$ cat src/hw/rtl/nvs_pkg.sv
// Shared types and constants for the nine-value sort core.
package nvs_pkg;

	localparam int unsigned ROWS  = 3;
	localparam int unsigned COUNT = ROWS * ROWS;
	localparam int unsigned WIDTH = 32;
	localparam int unsigned DATA_W = COUNT * WIDTH;

	typedef logic signed [WIDTH-1:0] elem_t;
	typedef logic [COUNT-1:0][WIDTH-1:0] vec_t;

	// one beat in flight through the network, with its sort direction
	typedef struct packed {
		logic desc;
		vec_t vals;
	} beat_t;

endpackage

$ cat src/hw/rtl/nvs_cmp_lane.sv
// Compare-exchange lane: puts the value that belongs first on first_val.
module nvs_cmp_lane
	import nvs_pkg::*;
(
	input  logic  desc,
	input  elem_t a_val,
	input  elem_t b_val,
	output elem_t first_val,
	output elem_t second_val
);

	logic swap;

	always_comb begin
		if (desc) begin
			swap = (a_val < b_val);
		end else begin
			swap = (a_val > b_val);
		end
		first_val  = swap ? b_val : a_val;
		second_val = swap ? a_val : b_val;
	end

endmodule

$ cat src/hw/rtl/nvs_stage.sv
// One odd-even transposition stage: parallel compare lanes and a stage register.
module nvs_stage
	import nvs_pkg::*;
#(
	parameter int unsigned PHASE = 0
) (
	input  logic  clk,
	input  logic  arst_n,
	input  logic  in_valid,
	output logic  in_ready,
	input  beat_t in_beat,
	output logic  out_valid,
	input  logic  out_ready,
	output beat_t out_beat
);

	vec_t  nxt;
	logic  valid_q;
	beat_t beat_q;

	for (genvar p = 0; p < COUNT; p++) begin : g_elem
		if (p >= PHASE && ((p - PHASE) % 2 == 0) && (p + 1 < COUNT)) begin : g_lane
			elem_t lo_val;
			elem_t hi_val;
			nvs_cmp_lane u_lane (
				.desc       (in_beat.desc),
				.a_val      (elem_t'(in_beat.vals[p])),
				.b_val      (elem_t'(in_beat.vals[p+1])),
				.first_val  (lo_val),
				.second_val (hi_val)
			);
			assign nxt[p]   = lo_val;
			assign nxt[p+1] = hi_val;
		end else if (p < PHASE || (((p - PHASE) % 2 == 0) && (p + 1 >= COUNT))) begin : g_pass
			assign nxt[p] = in_beat.vals[p];
		end
	end

	assign in_ready = !valid_q || out_ready;

	always_ff @(posedge clk or negedge arst_n) begin
		if (!arst_n) begin
			valid_q <= 1'b0;
		end else if (in_ready) begin
			valid_q <= in_valid;
		end
	end

	always_ff @(posedge clk) begin
		if (in_ready && in_valid) begin
			beat_q.desc <= in_beat.desc;
			beat_q.vals <= nxt;
		end
	end

	assign out_valid = valid_q;
	assign out_beat  = beat_q;

endmodule

$ cat config.mk
export PLATFORM = sky130hd
export DESIGN_NAME = nvs_stage
export DESIGN_NICKNAME = d
export VERILOG_FILES = /design/src/hw/rtl/nvs_pkg.sv /design/src/hw/rtl/nvs_cmp_lane.sv /design/src/hw/rtl/nvs_stage.sv
export SDC_FILE = /design/constraint.sdc
export NUM_CORES = 1
export LEC_CHECK = 0
export BUFFER_PORTS_ARGS = -buffer_cell sky130_fd_sc_hd__buf_2
export CAP_MARGIN = 40
export CORE_UTILIZATION = 33
export CTS_BUF_LIST = sky130_fd_sc_hd__clkbuf_8
export DETAILED_ROUTE_END_ITERATION = 16
export PLACE_DENSITY = 0.68
export SYNTH_ARGS = -nofsm -noshare
export SYNTH_HDL_FRONTEND = slang
export SYNTH_SLANG_ARGS = --single-unit
$ cat constraint.sdc
create_clock -name clk -period 21.5 [get_ports clk]
set_clock_uncertainty 0.1 [all_clocks]
set_input_delay 4.3 -clock clk [delete_from_list [all_inputs] [get_ports clk]]
set_output_delay 4.3 -clock clk [all_outputs]
set_load 0.05 [all_outputs]
==> flow_metrics.tcl <==
set metrics [dict create \
    dp_hpwl_um 34700 \
    routed_wl_um 43900 \
    post-route-period-util_pct 42.6 \
    gp_congestion 0.869 \
    r2r-start "out_valid" \
    synthDistinctLibCells 39 \
    tritoncts "built" \
    fillCellCount 4600 \
    wl_met3_um 3820 \
    status "finished, final reports clean" \
    syn_to_final_growth_pct 27.4 \
    cts_sinks 290 \
    ant_nets 0 \
    worstHoldStart "out_valid" \
    crit_type "in2out" \
    yosys_warnings 0 \
    rows 81 \
    initialDrtViolationCount 454 \
    seq_area_frac_synth_pct 52.8 \
    peakVddDrop_v 0.0000477 \
    syn-instance-count 1062 \
    cp_slowest_stage_delay_ps 220 \
    grt_first_pass_wirelength_um 64200 \
    synth_area_leaders "edfxtp_1 (53%), mux2_4 (22%), ha_1 (9.7%)" \
    cp_max_fo 3 \
    core_um2 49100 \
    clkTransAtPathRegs_ps 60 \
    cp.required_ps 17100 \
    rsz0062_at_grt "false" \
    ff2ff_path_depth 4 \
    crit_family "buffers and inverters" \
    synth-seq-cells 290 \
    grtUsageTotal_pct 16.5 \
    synthArstFlopShare_pct 0.345 \
    synth_fp_nets 1483 \
    grt_pass1_vias 11449 \
    die_w_um 225 \
    die_y_um 225 \
    min_path_type "reg2reg" \
    seqPwrFrac_pct 39.8 \
    drive_gt1_share_pct 54.7 \
    maxSlewViolCount 0 \
    fin_crit_ps 9170 \
    cap_violations 0 \
    cts_buffers 53 \
    syn_avg_cell_area_um2 15.5 \
    fin_nets 2103 \
    intPower_mw 1.19 \
    ys.flop_type "edfxtp_1" \
    io_pins 584 \
    end_kind "output port" \
    synth_area_um2 16500 \
    total_power_mw 1.76 \
    start_util_pct 33.6 \
    slew-limit-headroom_pct 40.7 \
    leakage_nw 9.82 \
    path_cells "buf_2 -> nand2b_1 -> buf_2" \
    fmax_mhz 109 \
    pwr-share-comb_pct 29.4 \
    yosys.area.top_type "edfxtp_1" \
    finalSetupViolCount 0 \
    fin_tns_setup_ps 0 \
    io_buffer_count 583 \
    max_slew.worst_pin.slew_ps 889 \
    yosysTopAreaCellShare_pct 52.7 \
    crit_arrival_ps 4770 \
    hold_depth 2 \
    sw_frac_of_total_pct 32.5 \
    clockBufferDepth 3 \
    path_buf_inv 2 \
    post_cts_buffers 0 \
    hold_violations 0 \
    insertion_delay_ps 600 \
    drtPass1Iterations 4 \
    synth_edf_count 289 \
    gr-total-overflow 0 \
    multi_input_area_um2 6800 \
    startpoint "out_ready" \
    regArea_um2 8700 \
    pwr-share-clk_pct 30.7 \
    top_layer "met5" \
    drcViolationCount 0 \
    cts_max_level 2 \
    cts_resized 0 \
    met1Wirelength_um 16400 \
    dr_total_vias 11126 \
    die_area_um2 50800 \
    netSwitchingPower_mw 0.573 \
    vias_per_cell 4.65 \
    reg2reg_slack_ps 18450 \
    wl_met2_um 22500 \
    grt_max_degree 71 \
    worst_setup_path_start_kind "input port" \
    path_depth 3 \
    cts_hold_buf 0 \
    routedWlPerCell_um 18.3 \
    cp_slowest_cell "buf_2" \
    cts-root-buf "clkbuf_8" \
    grt_antenna_before_repair 12 \
    path_common_cell "buf_2" \
    power.density_nw_per_um2 83.9 \
]
[routing by layer]
layer,GRT usage (%),up-vias
li1,-,5266
met4,5.77,14
met3,6.38,75
met5,0,-
met2,29.6,402
met1,17.6,5369
[synth_stat cells, drive strengths merged, types with 6 or more instances]
cell type  number
inv           134
nand3          14
a21boi          6
nor3           10
nand4          30
nand2          28
a21oi          60
mux2          256
nor2           10
edfxtp        289
o21ai          10
buf            28
ha            128
nor4            8
[through the flow]
stage	instances	cell area, µm²	setup WS, ps	util [%]	hold WS, ps
CTS	2389	21000	12330	42.8	434
global route	2394	21000	12310	42.8	481
floorplan	1062	16500	9340	-	1080
global placement	2288	19800	12320	40.4	412
finish	2395	21000	12330	42.8	430
detailed placement	2291	19900	12330	40.6	420
[cell usage in the layout, fill, tap and decap left out, drive strengths merged, types with 5 or more instances in the layout]
cell type and instances:
a21boi 6, inv 143, edfxtp 289, buf 594, diode 6, bufinv 5
mux2 256, a21oi 60, o21ai 10, nor2 10, clkinv 25, nand3 14
clkbuf 55, nor4 8, nor3 10, nand2 28, ha 128, nand4 30
[worst min-delay path: cells and delay by family (launching register included)]
kind          cells  cell delay (ps)
flops             1              340
simple gates      2              150
[sequential cells by signal (all words and copies together), names as in the netlist]
register / cells
out_valid: 1
out_beat: 289
[worst paths after layout]
path / to
worst min register to register: out_valid
worst max-delay path: in_ready
min in group asynchronous: out_valid
worst max register to register: out_beat[189]
worst min-delay path: out_valid
max in group asynchronous: out_valid
[power groups by stage]
stage	Clock (mW)	Combinational [mW]	Sequential, mW
global route	0.585	0.549	0.706
floorplan	0	0.255	0.883
finish	0.541	0.519	0.702
CTS	0.563	0.522	0.703
detailed placement	0	0.521	0.714
global placement	0	0.508	0.713
[kinds of logic after synthesis]
| logic type | count (synthesis) | share of synthesized area (%) |
|---|---|---|
| AND/OR/NAND/NOR | 111 | 4.19 |
| flip-flops | 290 | 52.8 |
| buffers and inverters | 163 | 5.98 |
| AO/OA/AOI/OAI | 114 | 4.34 |
| adder cells (fa/ha/maj) | 128 | 9.72 |
| multiplexers | 256 | 23.0 |
[layout make-up]
| cell class | instances | share of cell area (%) |
|---|---|---|
| Clock inverter | 43 | 1.54 |
| Sequential cell | 290 | 41.4 |
| Tap cell | 664 | 3.96 |
| Clock buffer | 55 | 3.61 |
| Timing Repair Buffer | 594 | 14.6 |
| Antenna cell | 6 | 0.0715 |
| Inverter | 134 | 2.40 |
| Multi-Input combinational cell | 609 | 32.4 |
(Power assumes the default switching activity.)
